## src/rtl/core/plm_pkg.sv

```systemverilog
package plm_pkg;

    localparam int POINT_REGS = 4;
    localparam int IDX_W      = 3;
    localparam int DIV_BITS   = 16;

    localparam logic [IDX_W-1:0] REG_POINT_COUNT = 3'd0;
    localparam logic [IDX_W-1:0] REG_POINT0      = 3'd1;

    localparam logic [16:0] ONE_Q15 = 17'd32768;

    typedef struct packed {
        logic             valid;
        logic [IDX_W-1:0] index;
        logic [31:0]      data;
    } t_cfg_wr;

    // y0 + (dy * dx) / den
    typedef struct packed {
        logic [15:0]        y0;
        logic signed [16:0] dy;
        logic [15:0]        dx;
        logic [15:0]        den;
    } t_item;

endpackage

```

## src/rtl/core/plm_front.sv

```systemverilog
module plm_front #(
    parameter int N_PTS = 4
) (
    input  logic                i_clk,
    input  logic                i_rst_n,
    input  logic                i_accept,
    input  logic signed [15:0]  i_crisp_value,
    input  plm_pkg::t_cfg_wr    i_cfg,
    output logic                o_valid,
    output plm_pkg::t_item      o_item
);
    import plm_pkg::*;

    localparam logic [IDX_W-1:0] NP = IDX_W'(N_PTS);

    logic [IDX_W-1:0] r_count;
    logic [31:0]      r_points [N_PTS];
    logic             r_valid;
    t_item            r_item;

    logic [IDX_W-1:0] n_eff;
    logic             found;
    logic [16:0]      dx_full;
    logic [16:0]      den_full;
    t_item            n_item;

    always_ff @(posedge i_clk) begin
        if (!i_rst_n) begin
            r_count <= '0;
            for (int i = 0; i < N_PTS; i++) begin
                r_points[i] <= '0;
            end
        end else if (i_cfg.valid) begin
            if (i_cfg.index == REG_POINT_COUNT) begin
                r_count <= i_cfg.data[IDX_W-1:0];
            end
            for (int i = 0; i < N_PTS; i++) begin
                if (i_cfg.index == REG_POINT0 + IDX_W'(i)) begin
                    r_points[i] <= i_cfg.data;
                end
            end
        end
    end

    always_comb begin
        n_eff       = (r_count > NP) ? NP : r_count;
        found       = 1'b0;
        dx_full     = '0;
        den_full    = '0;
        n_item.y0   = '0;
        n_item.dy   = '0;
        n_item.dx   = '0;
        n_item.den  = 16'd1;
        if (n_eff == '0) begin
            n_item.y0 = '0;
        end else if (i_crisp_value < $signed(r_points[0][31:16])) begin
            n_item.y0 = r_points[0][15:0];
        end else begin
            for (int i = 1; i < N_PTS; i++) begin
                if (!found && (IDX_W'(i) < n_eff)
                        && (i_crisp_value < $signed(r_points[i][31:16]))) begin
                    found     = 1'b1;
                    n_item.y0 = r_points[i-1][15:0];
                    n_item.dy = $signed({1'b0, r_points[i][15:0]})
                              - $signed({1'b0, r_points[i-1][15:0]});
                    dx_full   = {i_crisp_value[15], i_crisp_value}
                              - {r_points[i-1][31], r_points[i-1][31:16]};
                    den_full  = {r_points[i][31], r_points[i][31:16]}
                              - {r_points[i-1][31], r_points[i-1][31:16]};
                    n_item.dx  = dx_full[15:0];
                    n_item.den = den_full[15:0];
                end
            end
            if (!found) begin
                for (int i = 0; i < N_PTS; i++) begin
                    if (IDX_W'(i) == n_eff - 1'b1) begin
                        n_item.y0 = r_points[i][15:0];
                    end
                end
            end
        end
    end

    always_ff @(posedge i_clk) begin
        if (!i_rst_n) begin
            r_valid <= 1'b0;
        end else begin
            r_valid <= i_accept;
        end
    end

    always_ff @(posedge i_clk) begin
        if (i_accept) begin
            r_item <= n_item;
        end
    end

    assign o_valid = r_valid;
    assign o_item  = r_item;

endmodule

```

## src/rtl/core/plm_queue.sv

```systemverilog
module plm_queue (
    input  logic            i_clk,
    input  logic            i_rst_n,
    input  logic            i_push,
    input  plm_pkg::t_item  i_item,
    input  logic            i_pop,
    output logic            o_valid,
    output plm_pkg::t_item  o_item,
    output logic            o_full
);
    import plm_pkg::*;

    localparam int Q_DEPTH = 2;

    t_item       r_mem [Q_DEPTH];
    logic        r_wr_ptr;
    logic        r_rd_ptr;
    logic [1:0]  r_count;

    logic        do_push;
    logic        do_pop;

    assign o_full  = (r_count == 2'(Q_DEPTH));
    assign o_valid = (r_count != '0);
    assign do_push = i_push && !o_full;
    assign do_pop  = i_pop && o_valid;
    assign o_item  = r_mem[r_rd_ptr];

    always_ff @(posedge i_clk) begin
        if (!i_rst_n) begin
            r_wr_ptr <= 1'b0;
            r_rd_ptr <= 1'b0;
            r_count  <= '0;
        end else begin
            if (do_push) begin
                r_wr_ptr <= !r_wr_ptr;
            end
            if (do_pop) begin
                r_rd_ptr <= !r_rd_ptr;
            end
            if (do_push && !do_pop) begin
                r_count <= r_count + 2'd1;
            end else if (do_pop && !do_push) begin
                r_count <= r_count - 2'd1;
            end
        end
    end

    always_ff @(posedge i_clk) begin
        if (do_push) begin
            r_mem[r_wr_ptr] <= i_item;
        end
    end

endmodule

```

## src/rtl/core/plm_back.sv

```systemverilog
module plm_back (
    input  logic            i_clk,
    input  logic            i_rst_n,
    input  logic            i_valid,
    input  plm_pkg::t_item  i_item,
    output logic            o_strobe,
    output logic [15:0]     o_membership
);
    import plm_pkg::*;

    // multiply stage
    logic               r_m_valid;
    logic signed [33:0] r_m_prod;
    logic [15:0]        r_m_den;
    logic [15:0]        r_m_y0;

    logic signed [16:0] m_dy;
    logic signed [16:0] m_dx;
    logic signed [33:0] abs_full;

    // divider stages; index 0 is the magnitude stage
    logic        r_vd   [0:DIV_BITS];
    logic [15:0] r_quo  [0:DIV_BITS];
    logic [15:0] r_y0   [0:DIV_BITS];
    logic        r_neg  [0:DIV_BITS];
    logic [15:0] r_rem  [0:DIV_BITS-1];
    logic [15:0] r_low  [0:DIV_BITS-1];
    logic [15:0] r_den  [0:DIV_BITS-1];

    logic               r_o_strobe;
    logic [15:0]        r_o_memb;

    logic signed [17:0] q_s;
    logic signed [17:0] sum;
    logic [15:0]        n_memb;

    assign m_dy = i_item.dy;
    assign m_dx = $signed({1'b0, i_item.dx});

    always_ff @(posedge i_clk) begin
        if (!i_rst_n) begin
            r_m_valid <= 1'b0;
        end else begin
            r_m_valid <= i_valid;
        end
    end

    always_ff @(posedge i_clk) begin
        if (i_valid) begin
            r_m_prod <= m_dy * m_dx;
            r_m_den  <= i_item.den;
            r_m_y0   <= i_item.y0;
        end
    end

    assign abs_full = r_m_prod[33] ? -r_m_prod : r_m_prod;

    always_ff @(posedge i_clk) begin
        if (!i_rst_n) begin
            r_vd[0] <= 1'b0;
        end else begin
            r_vd[0] <= r_m_valid;
        end
    end

    always_ff @(posedge i_clk) begin
        if (r_m_valid) begin
            r_rem[0] <= abs_full[31:16];
            r_low[0] <= abs_full[15:0];
            r_quo[0] <= '0;
            r_den[0] <= r_m_den;
            r_y0[0]  <= r_m_y0;
            r_neg[0] <= r_m_prod[33];
        end
    end

    // restoring division, one quotient bit per stage
    for (genvar k = 0; k < DIV_BITS; k++) begin : g_div
        logic [16:0] trial;
        logic        ge;

        assign trial = {r_rem[k], r_low[k][15]};
        assign ge    = (trial >= {1'b0, r_den[k]});

        always_ff @(posedge i_clk) begin
            if (!i_rst_n) begin
                r_vd[k+1] <= 1'b0;
            end else begin
                r_vd[k+1] <= r_vd[k];
            end
        end

        always_ff @(posedge i_clk) begin
            if (r_vd[k]) begin
                r_quo[k+1] <= {r_quo[k][14:0], ge};
                r_y0[k+1]  <= r_y0[k];
                r_neg[k+1] <= r_neg[k];
            end
        end

        if (k < DIV_BITS - 1) begin : g_carry
            logic [16:0] diff;

            assign diff = trial - {1'b0, r_den[k]};

            always_ff @(posedge i_clk) begin
                if (r_vd[k]) begin
                    r_rem[k+1] <= ge ? diff[15:0] : trial[15:0];
                    r_low[k+1] <= {r_low[k][14:0], 1'b0};
                    r_den[k+1] <= r_den[k];
                end
            end
        end
    end

    always_comb begin
        q_s = $signed({2'b00, r_quo[DIV_BITS]});
        sum = $signed({2'b00, r_y0[DIV_BITS]}) + (r_neg[DIV_BITS] ? -q_s : q_s);
        priority if (sum[17]) begin
            n_memb = '0;
        end else if (sum[16:0] > ONE_Q15) begin
            n_memb = ONE_Q15[15:0];
        end else begin
            n_memb = sum[15:0];
        end
    end

    always_ff @(posedge i_clk) begin
        if (!i_rst_n) begin
            r_o_strobe <= 1'b0;
        end else begin
            r_o_strobe <= r_vd[DIV_BITS];
        end
    end

    always_ff @(posedge i_clk) begin
        if (r_vd[DIV_BITS]) begin
            r_o_memb <= n_memb;
        end
    end

    assign o_strobe     = r_o_strobe;
    assign o_membership = r_o_memb;

endmodule

```

## src/rtl/core/piecewise_linear_membership.sv

```systemverilog
// Piecewise-linear membership of one fuzzy set, Q1.15 result (32768 = 1.0).
// Input: a word is taken at a rising edge with start high and busy low;
//   i_crisp_value is signed 16 bit. One word may be taken every cycle.
// Config: i_cfg_valid/o_cfg_ready write channel, i_cfg_index selects
//   0 = point count, 1..4 = points (x in 31:16 signed, y in 15:0).
//   Points above MAX_POINTS are not stored. Write only while idle.
// Output: o_membership is shown with o_strobe high for exactly one cycle.
//   o_strobe is set through the front register, the queue, the multiply,
//   magnitude, divide and clamp stages; results leave in input order.
// Throughput: one word per cycle; the front classifier, a two-word queue
//   and the back pipeline (one multiply stage, a magnitude stage, 16
//   restoring divide stages, one clamp stage) each take one word a cycle.
// Reset (i_rst_n low, synchronous) clears the point registers, counters and
//   valid flags and empties the pipeline; busy and o_cfg_ready follow reset.
// The receiver cannot stall: every strobe is a delivered result.
module piecewise_linear_membership #(
    parameter int MAX_POINTS = 4
) (
    input  logic                        i_clk,
    input  logic                        i_rst_n,
    input  logic                        start,
    output logic                        busy,
    input  logic signed [15:0]          i_crisp_value,
    input  logic                        i_cfg_valid,
    output logic                        o_cfg_ready,
    input  logic [plm_pkg::IDX_W-1:0]   i_cfg_index,
    input  logic [31:0]                 i_cfg_data,
    output logic                        o_strobe,
    output logic [15:0]                 o_membership
);
    import plm_pkg::*;

    localparam int N_PTS = (MAX_POINTS < POINT_REGS) ? MAX_POINTS : POINT_REGS;

    logic    accept;
    t_cfg_wr cfg_wr;
    logic    f_valid;
    t_item   f_item;
    logic    q_valid;
    t_item   q_item;
    logic    q_full;

    assign busy        = !i_rst_n || q_full;
    assign o_cfg_ready = i_rst_n;
    assign accept      = start && !busy;

    assign cfg_wr.valid = i_cfg_valid && o_cfg_ready;
    assign cfg_wr.index = i_cfg_index;
    assign cfg_wr.data  = i_cfg_data;

    plm_front #(
        .N_PTS (N_PTS)
    ) u_front (
        .i_clk         (i_clk),
        .i_rst_n       (i_rst_n),
        .i_accept      (accept),
        .i_crisp_value (i_crisp_value),
        .i_cfg         (cfg_wr),
        .o_valid       (f_valid),
        .o_item        (f_item)
    );

    plm_queue u_queue (
        .i_clk   (i_clk),
        .i_rst_n (i_rst_n),
        .i_push  (f_valid),
        .i_item  (f_item),
        .i_pop   (q_valid),
        .o_valid (q_valid),
        .o_item  (q_item),
        .o_full  (q_full)
    );

    plm_back u_back (
        .i_clk        (i_clk),
        .i_rst_n      (i_rst_n),
        .i_valid      (q_valid),
        .i_item       (q_item),
        .o_strobe     (o_strobe),
        .o_membership (o_membership)
    );

endmodule

```

## config.mk

```make
export PLATFORM = sky130hd
export DESIGN_NAME = piecewise_linear_membership
export DESIGN_NICKNAME = d
export VERILOG_FILES = /design/src/rtl/core/plm_pkg.sv /design/src/rtl/core/plm_front.sv /design/src/rtl/core/plm_queue.sv /design/src/rtl/core/plm_back.sv /design/src/rtl/core/piecewise_linear_membership.sv
export SDC_FILE = /design/constraint.sdc
export NUM_CORES = 2
export LEC_CHECK = 0
export BUFFER_PORTS_ARGS = -buffer_cell sky130_fd_sc_hd__buf_4
export CAP_MARGIN = 20
export CORE_ASPECT_RATIO = 2
export CORE_UTILIZATION = 25
export CTS_BUF_LIST = sky130_fd_sc_hd__clkbuf_8
export DETAILED_ROUTE_END_ITERATION = 10
export GPL_TIMING_DRIVEN = 0
export PLACE_DENSITY_LB_ADDON = 0.08
export REMOVE_ABC_BUFFERS = 1
export SETUP_SLACK_MARGIN = 0.02
export SYNTH_ARGS = -nofsm -noshare
export SYNTH_HDL_FRONTEND = slang
export SYNTH_SLANG_ARGS = --single-unit
```

## constraint.sdc

```tcl
create_clock -name i_clk -period 9.2 [get_ports i_clk]
set_input_delay 0 -clock i_clk [delete_from_list [all_inputs] [get_ports i_clk]]
set_output_delay 0 -clock i_clk [all_outputs]
set_load 0.03 [all_outputs]
```

; After elaboration in Yosys (flattened, before gate mapping)
; Memories as Yosys holds them, arrays and structs flattened. A register that Yosys moved wholly into a read port is not among the register bits.
; Cells that the tools add are included.
[op_classes]
n_addsub = 30
multipliers = 1
n_lt_le_gt_ge = 25
n_eq_ne = 8
muxes = 116
n_bitwise = 21
reduce_logical = 28
[op_table]
columns = cell, count
row1 = $mux 16, 22
row2 = $sub 16x16->16, 21
row3 = $ge 17x16->1, 16
row4 = $mux 65, 3
row5 = $mux 32, 5
row6 = $mux 1, 82
row7 = $lt 16x16->1, 4
row8 = $sub 16x16->17, 3
row9 = $mul 17x17->34, 1
row10 = $neg 32->32, 1
row11 = $or 1x1->1, 21
row12 = $add 17x18->18, 1
row13 = $mux 18, 1
row14 = $neg 16->18, 1
row15 = $gt 17x16->1 const B, 1
row16 = $logic_and 1x1->1, 10
row17 = $logic_not 1->1, 9
row18 = $logic_not 3->1, 3
row19 = $eq 2x3->1 const A, 2
row20 = $eq 3x2->1 const B, 2
row21 = $lt 2x3->1 const A, 2
row22 = $mux 2, 2
row23 = $reduce_bool 2->1, 2
row24 = $reduce_or 2->1, 2
row25 = other kinds (12), 12
[totals]
register_bits = 157
mem_bits_rw = 1604
output_inout_bits = 19
wordCells = 254
mem_count = 9
[mem_list]
columns = memory, words, width, read_ports, rd_ports_with_merged_regs, wr, line_no
row1 = u_back.r_quo, 17, 16, 17, 0, 17, plm_back.sv:23  ; logic [15:0] r_quo [0:DIV_BITS];
row2 = u_back.r_y0, 17, 16, 17, 0, 17, plm_back.sv:24  ; logic [15:0] r_y0 [0:DIV_BITS];
row3 = u_back.r_den, 16, 16, 16, 0, 16, plm_back.sv:28  ; logic [15:0] r_den [0:DIV_BITS-1];
row4 = u_back.r_low, 16, 16, 16, 0, 16, plm_back.sv:27  ; logic [15:0] r_low [0:DIV_BITS-1];
row5 = u_back.r_rem, 16, 16, 16, 0, 16, plm_back.sv:26  ; logic [15:0] r_rem [0:DIV_BITS-1];
row6 = u_queue.r_mem, 2, 65, 1, 1, 1, plm_queue.sv:15  ; t_item r_mem [Q_DEPTH];
row7 = +3 memories, n/a, n/a, n/a, n/a, n/a, n/a

; Depth between registers and ports, before layout
[logic_depth]
depth_word = 23
depth_mapped = 28
ltp_nobuf = 25

; Modules after synthesis
; Synthesis repeated with hierarchy kept, for this count alone.
[hier_totals]
hier_cells = 6674
hier_area_um2 = 82311.4
[by_module_without_submodules]
columns = mod, n_inst, cells_each, area_per_inst_um2, seq_area_each_um2
row1 = plm_back, 1, 4832, 61780.5, 35033.6
row2 = plm_front, 1, 1611, 15561.2, 5875.6
row3 = plm_queue, 1, 227, 4941.0, 4003.8
row4 = piecewise_linear_membership, 1, 4, 28.8, 0.0

; Least setup slack after synthesis
; No wires, ideal clock.
[synth_timing]
path_kind = register -> register
start = reg (tool-made name)
end = reg u_back.r_m_prod[33] (data pin)
arrival_time_ns = 7.475
t_required_ns = 9.010
slack_ns = 1.535
stages_incl_launch_ff = 26
path_cell_list = dfxtp_1 clkbuf_1 clkbuf_1 buf_1 mux2i_1 nor2_1 fa_1 inv_1 fa_1 fa_1 inv_1 fa_1 fa_1 inv_1 fa_1 inv_1 ha_1 a21o_1 a21o_1 a221o_1 o21bai_1 a2111oi_2 nor2_1 a41oi_2 mux2i_1 a2111oi_2
[synth_rtl]
columns = item, line_no
row1 = to (signal assigned), plm_back.sv:50  ; r_m_prod <= m_dy * m_dx;
row2 = to (decl), plm_back.sv:13  ; logic signed [33:0] r_m_prod;

==> results.cfg <==
[critical_path]
arrival_ns = 9.33
cp_max_fo = 58
critical_path.startpoint_type = flip-flop
path_class = reg2reg
setup.worst_path.end_class = flip-flop
required_ns = 9.82

[routing]
drcViolationCount = 0
ant_nets = 0
wire_per_inst_um = 21.0
route.final.wire_length_um = 245000
met2RoutedLength_um = 156000
highest-signal-layer = met4
detailroute.wirelength.met3_um = 6730
detailedRoute.firstPassIterationCount = 6
route.layer.met1.wl_um = 64600
first_iter_violations = 2165
count_of_vias_placed_by_the_detailed_router = 51900
viasPerCell = 4.44

[yosys]
number_of_flops_mapped_to_enable_cells_by_yosys = 1477
synth-seq-cells = 1505
synth.cell_area_um2 = 82300
async_reset_ff_frac = 0
netlist_instances = 6747
synth.yosys.seq_area_share = 0.545
synth.lib_cells_used.distinct = 87
yosys_warnings = 0
synthesis.area_per_instance_um2 = 12.2
synth-main-ff-cell = sky130_fd_sc_hd__edfxtp_1

[clocking]
clk_latency_ns = 0.96
maximum_buffer_depth_of_the_clock_tree = 4
clock_tree_from_tritoncts = built
inserted_clock_buffers = 268
numClockSinks = 1505
htreeDepth = 5
cts.reportedPaths.clkPinSlew_ns = 0.06
cts_root_buffer = sky130_fd_sc_hd__clkbuf_8

[global_route]
gr-total-overflow = 0
grt_pass1_wl_um = 358000
initial_antenna_violation_count = 14
first_global_vias = 57200
grt_start_max_net_pins = 63
globalRouteTotalUtil = 0.147

[hold_path]
hold_path_class = in2reg

[cells_and_area]
finalNetCount = 8021
syn2layout_area_growth_pct = 16.1
final_layout_size_suffix_gt1_frac = 0.101
fillers = 33400

[sta]
timing.hold.ws_ns = 0.149
rsz0062_at_grt = false
final.period_utilization = 0.946
timing.setup.tns_ns = 0
finalCriticalPeriod_ns = 8.70
worst_max_slew_pin_slew_ns = 1.39
slew_headroom = 0.0657
drv_slew = 0
hold_viol = 0
fin_skew_ns = 0.0908
setup_viol_count_final = 0
max_clock_freq_ghz = 0.115

[die]
placeableCoreArea_um2 = 327000
design.die.area_um2 = 332000
initial_core_util = 0.252
die_width_um = 408
die_y_um = 814
ios = 74
placement_rows = 297

[placement]
placement.io_buffers = 73
gp_congestion = 0.892
dp_hpwl_um = 194000

[flow_run]
maxCapViolCount = 0

[status]
status = completed
[synthesized netlist by cell type, drive strengths merged, types with 114 or more instances]
| library cell | n | area share |
|---|---|---|
| and2 | 172 | 0.013 |
| fa | 304 | 0.074 |
| nand2 | 383 | 0.017 |
| edfxtp | 1477 | 0.54 |
| nor3 | 114 | 0.0070 |
| mux2 | 147 | 0.020 |
| inv | 838 | 0.038 |
| ha | 519 | 0.079 |
| o21ai | 200 | 0.012 |
| nor2 | 572 | 0.026 |
| xnor2 | 219 | 0.023 |
| a21oi | 434 | 0.026 |
| xor2 | 149 | 0.016 |
[routing by layer]
| layer | vias to the layer above | track usage |
|---|---|---|
| li1 | 24900 | - |
| met1 | 25600 | 0.103 |
| met2 | 940 | 0.332 |
| met3 | 549 | 0.0184 |
| met4 | 0 | 0.101 |
| met5 | - | 0 |
[critical path, cell delays in order (launching register included)]
cell	delay, ns
sky130_fd_sc_hd__dfxtp_4	0.60
sky130_fd_sc_hd__buf_16	0.38
sky130_fd_sc_hd__mux2i_4	0.80
sky130_fd_sc_hd__or2_2	0.26
sky130_fd_sc_hd__inv_1	0.08
sky130_fd_sc_hd__fa_1	0.51
sky130_fd_sc_hd__inv_1	0.05
sky130_fd_sc_hd__fa_1	0.49
sky130_fd_sc_hd__inv_1	0.05
sky130_fd_sc_hd__fa_1	0.49
sky130_fd_sc_hd__fa_1	0.57
sky130_fd_sc_hd__fa_1	0.55
sky130_fd_sc_hd__inv_1	0.05
sky130_fd_sc_hd__fa_1	0.53
sky130_fd_sc_hd__inv_1	0.04
sky130_fd_sc_hd__ha_1	0.36
sky130_fd_sc_hd__and3_1	0.22
sky130_fd_sc_hd__nor2b_1	0.12
sky130_fd_sc_hd__a311oi_1	0.35
sky130_fd_sc_hd__a21oi_1	0.16
sky130_fd_sc_hd__a2111oi_2	0.35
sky130_fd_sc_hd__nor2_1	0.16
sky130_fd_sc_hd__a41oi_2	0.33
sky130_fd_sc_hd__mux2i_1	0.17
sky130_fd_sc_hd__a2111oi_4	0.58
[repair_timing]
action	4_1_cts	5_1_grt
gates resized for setup	10	3
hold endpoints to repair	303	0
setup endpoints to repair	3	2
setup buffers	0	1
hold buffers	104	0
cloned	0	0
[flip-flops by register name (all words and copies together), names as in the netlist, named ones only]
register and flops:
u_queue.r_mem 130, u_front.o_valid 1, u_back.r_m_valid 1, u_back.r_quo 136
u_front.r_points 128, u_back.r_vd 17, u_back.r_neg 17, u_back.r_rem 256
u_back.r_m_y0 16, u_queue.r_count 2, u_back.r_m_den 16, u_queue.r_rd_ptr 1
u_back.o_membership 16, u_back.o_strobe 1, u_back.r_y0 272, u_back.r_m_prod 33
u_front.r_count 3, u_queue.r_wr_ptr 1, u_back.r_low 136, u_back.r_den 256
u_front.o_item 65
[cells in the final DEF (no fill, tap or decap), types with 84 or more instances in the layout]
cell	instances
sky130_fd_sc_hd__edfxtp_1	1477
sky130_fd_sc_hd__inv_1	925
sky130_fd_sc_hd__nor2_1	565
sky130_fd_sc_hd__ha_1	519
sky130_fd_sc_hd__a21oi_1	434
sky130_fd_sc_hd__nand2_1	383
sky130_fd_sc_hd__fa_1	304
sky130_fd_sc_hd__clkbuf_8	275
sky130_fd_sc_hd__xnor2_1	219
sky130_fd_sc_hd__o21ai_0	190
sky130_fd_sc_hd__and2_1	172
sky130_fd_sc_hd__xor2_1	149
sky130_fd_sc_hd__mux2_2	146
sky130_fd_sc_hd__nor3_1	113
sky130_fd_sc_hd__dlygate4sd3_1	104
sky130_fd_sc_hd__nand3_1	93
sky130_fd_sc_hd__buf_4	88
sky130_fd_sc_hd__nor2b_1	84
[layout make-up]
type | count | area [um2] | share of cell area
diodes | 29 | 72.6 | 0.000759
well taps | 4335 | 5420 | 0.0567
multi-input cells | 4269 | 34100 | 0.357
inverters | 838 | 3150 | 0.0329
clock buffers | 275 | 3780 | 0.0396
flip-flops and latches | 1505 | 45000 | 0.470
clock inverters | 183 | 990 | 0.0104
repair buffers | 261 | 3090 | 0.0323
[cell families after synthesis]
kind of cell	synth area share
fa+ha+maj	0.153
xor+xnor	0.0391
simple gates	0.0974
compound gates	0.0938
buf+inv	0.0448
mux	0.0267
flops	0.545
[stage by stage]
stage          std cells   util  worst slack, ns  area, um2
2_1_floorplan       6612      -           -0.406      81800
3_3_place_gp       11000  0.268            -5.72      87800
3_5_place_dp       11100  0.274           -0.615      89600
4_1_cts            11700  0.292           0.0705      95500
5_1_grt            11700  0.292           0.0654      95600
6_report           11700  0.292            0.495      95600
[path summary, 6_finish.rpt]
check,start,endpoint,slack [ns],depth (start not counted)
hold / removal,i_crisp_value[13],u_front.o_item[30]$_SDFFCE_PP0P_,0.15,6
setup reg to reg,flip-flop,u_back.r_m_prod[33]$_DFFE_PN_,0.50,24
setup / recovery,flip-flop,u_back.r_m_prod[33]$_DFFE_PN_,0.50,24
hold reg to reg,u_back.r_low[0][10]$_DFFE_PP_,u_back.r_low[0][27]$_DFFE_PP_,0.38,0
Power is not shown: default switching activity piles up to over one toggle a cycle in this logic, so the estimate is an artifact.
